<file path="src/hdl/assert_macros.svh">
// Assertion macros shared by the flow table RTL.
`ifndef ASSERT_MACROS_SVH
`define ASSERT_MACROS_SVH

// Check on every rising edge outside of reset.
`define RMFT_ASSERT(lbl, prop, msg) \
  lbl: assert property (@(posedge clk) disable iff (!rst_n) (prop)) else $error(msg);

// Check on every rising edge, reset included.
`define RMFT_ASSERT_ALWAYS(lbl, prop, msg) \
  lbl: assert property (@(posedge clk) (prop)) else $error(msg);

`endif

</file>
<file path="src/hdl/rmft_ram.sv">
// Generic single write port, single read port RAM with registered read data.
module rmft_ram #(
  parameter int WIDTH = 8,
  parameter int DEPTH = 16
) (
  input  logic                     clk,
  input  logic                     we,
  input  logic [$clog2(DEPTH)-1:0] waddr,
  input  logic [WIDTH-1:0]         wdata,
  input  logic                     re,
  input  logic [$clog2(DEPTH)-1:0] raddr,
  output logic [WIDTH-1:0]         rdata
);

  logic [WIDTH-1:0] mem [DEPTH];
  logic [WIDTH-1:0] rdata_r;

  always_ff @(posedge clk) begin
    if (we) begin
      mem[waddr] <= wdata;
    end
    if (re) begin
      rdata_r <= mem[raddr];
    end
  end

  assign rdata = rdata_r;

endmodule

</file>
<file path="config.mk">
export PLATFORM = sky130hd
export DESIGN_NAME = rmft_ram
export DESIGN_NICKNAME = d
export VERILOG_FILES = /design/src/hdl/assert_macros.svh /design/src/hdl/rmft_ram.sv
export SDC_FILE = /design/constraint.sdc
export NUM_CORES = 1
export LEC_CHECK = 0
export BUFFER_PORTS_ARGS = -buffer_cell sky130_fd_sc_hd__buf_2
export CAP_MARGIN = 20
export CELL_PAD_IN_SITES_DETAIL_PLACEMENT = 1
export CELL_PAD_IN_SITES_GLOBAL_PLACEMENT = 2
export CORE_ASPECT_RATIO = 0.7
export CORE_UTILIZATION = 43
export DETAILED_ROUTE_END_ITERATION = 16
export MAX_ROUTING_LAYER = met4
export PLACE_DENSITY_LB_ADDON = 0.2
export SYNTH_ARGS = -nofsm -noshare
export SYNTH_HDL_FRONTEND = slang
export SYNTH_SLANG_ARGS = --single-unit
</file>
<file path="constraint.sdc">
create_clock -name clk -period 1.7 [get_ports clk]
set_clock_uncertainty 0.15 [all_clocks]
set_input_delay 0 -clock clk [delete_from_list [all_inputs] [get_ports clk]]
set_output_delay 0 -clock clk [all_outputs]
set_load 0.02 [all_outputs]
</file>
==> qor.txt <==
Status: finished, final reports clean
Half-perimeter wire length after placement: 6680 um
Final Cycle Share: 96.7%
Clk Latency, worst-skew pair: 420 ps
Reg clk slew, reported paths: 60 ps
Power per cell area: 1220 nW/um^2
Syn avg cell area: 22.8 sq um
# Post-CTS Setup Buffers: 0
Crit path cell chain: mux4_1 > a22oi_1 > nand2_1
Routed met3 length: 562 um
Highest routed layer: met4
Die height: 94.3 um
Clock tree buffer depth: 2
Tmin final: 1640 ps
Slew Limit Headroom: 48.2%
Initial DRT Pass Iterations: 7
Crit-path max FO: 1
Leading area contributor after synthesis: edfxtp_1
Routed WL per cell: 23.1 um
Share of the synthesized area in the top cell type: 78.1%
Static Leak: 2.14 nW
Largest net degree at the start of global routing: 33
Fin. Hold Viols: 0
Synthesized area: 5230 sq um
Via/cell ratio: 5.39
Standard-cell row count: 33
CP Launch Type: register
Placer Congestion: 0.708
Share of cells above drive strength 1: 30.7%
Max-slew violations: 0
I/O Buffers: 26
Crit-path slowest cell: mux4_1
Hold WC Path Type: primary input to register
Vias: 2,497
DRC errors left: 0
Commonest cells after routing, fill and taps aside: 136 x edfxtp_1, 26 x buf_2, 19 x buf_4, 18 x mux4_2, 17 x clkbuf_16
Post-CTS sizing: 0
Final non-filler cell total: 463
R2R Setup Slk: 60 ps
Initial antenna violation count: 0
Yosys reg bits: 136
Setup crit end kind: register
Clk root buf: clkbuf_16
Core area: 11,800 sq um
Initial Util: 44.4%
Nets: 313
# clock sinks: 136
Routed Antenna Nets: 0
Share of the yosys chip area belonging to registers: 78.1%
Max-cap violations: 0
Synth unique cells: 18
Yosys Warn Count: 0
Initial drt markers: 159
Achievable Freq: 0.609 GHz
Synth Instances: 229
Maximum vdd drop: 0.737 mV
Filler instances: 1,039
Met1 Wirelength: 5140 um
Slew @ Worst Pin: 776 ps
Post-Place Cells: 423
Area Overhead vs Synth: 20.6%
Width of the die: 134 um
Most common cell after layout, fill and taps aside: edfxtp_1
TritonCTS Buffers: 17
Routed met2 length: 4790 um
Largest stage delay on the critical path: 510 ps
Final setup viols: 0
Critical path class: register to register
Detailed Route WL: 10,700 um
H-tree levels: 4
Tot GR Track Use: 19.6%
Syn_nets: 248
CTS tree: done
RSZ-0062 raised after global routing: no
Grt ovf: 0
Vias in the first global route: 2,547
IO Count: 27
Crit path required time: 1720 ps
Synth area leaders: edfxtp_1 78%, mux4_2 7.8%, mux4_1 7.0%
Global-route wire length before repair: 16,100 um
Critical path data arrival time: 1660 ps
Setup_tns: 0 ps
Die area: 12,600 sq um
N_diodes: 0
==> power breakdown <==
part           switching, W  internal [W]
registers         0.0000197       0.00378
logic              0.000218      0.000164
clock network       0.00136       0.00214
total               0.00160       0.00609
==> logic make-up (layout without fill, tap and decap cells) <==
logic type	count (synthesis)	after routing	share of synthesized area, %
flip-flops	136	136	78.1
AND/OR/NAND/NOR	35	35	3.14
multiplexers	32	32	14.8
AO/OA/AOI/OAI	16	16	2.30
buffers and inverters	10	87	1.65
==> state kept, by name, indices dropped and copies added (netlist names) <==
register / cells
mem: 128
rdata: 8
==> layer usage <==
| metal | vias up | global-route usage, % |
|---|---|---|
| met3 | 16 | 5.23 |
| li1 | 1109 | - |
| met5 | - | - |
| met4 | 0 | 8.81 |
| met2 | 66 | 27.2 |
| met1 | 1306 | 27.2 |
==> Yosys cell counts (all sizes together) <==
| cell type | instances |
|---|---|
| nor2b | 1 |
| and2b | 1 |
| buf | 7 |
| and2 | 1 |
| nand3b | 2 |
| edfxtp | 136 |
| nor2 | 13 |
| a22oi | 16 |
| nand2b | 2 |
| nand3 | 1 |
| nor3 | 4 |
| clkdlybuf4s25 | 3 |
| or3b | 1 |
| nand2 | 9 |
| mux4 | 32 |
==> metrics by stage <==
step / setup slack, ps / total power [W] / utilization, % / instance area, sq um / hold slack, ps
detailed placement: -1.34 / 0.00424 / 48.0 / 5650 / 244
CTS: 46.5 / 0.00777 / 53.6 / 6300 / 0.914
finish: 56.9 / 0.00769 / 53.6 / 6300 / 17.2
floorplan: 57.1 / 0.00407 / - / 5230 / -51.1
global placement: -16.2 / 0.00423 / 48.0 / 5650 / 243
global route: 22.6 / 0.00789 / 53.6 / 6300 / 26.7
==> worst max-delay path, delay by kind of cell (launching register included) <==
kind | cells | cell delay, ps
AOI/OAI and AO/OA | 1 | 240
DFF | 1 | 410
muxes | 1 | 510
and+or+nand+nor | 1 | 80
==> cell type report <==
cell class	count	area [sq um]	share of cell area, %
Clock buffer	19	433	6.87
Clock inverter	12	129	2.04
Multi-Input combinational cell	83	1060	16.8
Timing Repair Buffer	56	403	6.39
Tap cell	157	196	3.12
Sequential cell	136	4080	64.8
==> repair_timing <==
item                                    4_1_cts  5_1_grt
hold buffers                                  9        0
endpoints found under the setup margin        0        0
hold endpoints to repair                    136        0
==> path summary, 6_finish.rpt <==
check                            start                   to  depth (start not counted)
hold / removal                waddr[0]  mem[0][1]$_DFFE_PP_                          3
setup / recovery   mem[9][3]$_DFFE_PP_   rdata[3]$_DFFE_PP_                          3
setup reg to reg   mem[9][3]$_DFFE_PP_   rdata[3]$_DFFE_PP_                          3
hold reg to reg   mem[14][0]$_DFFE_PP_   rdata[0]$_DFFE_PP_                          3
Note: power is estimated with default switching activity, not from simulation.
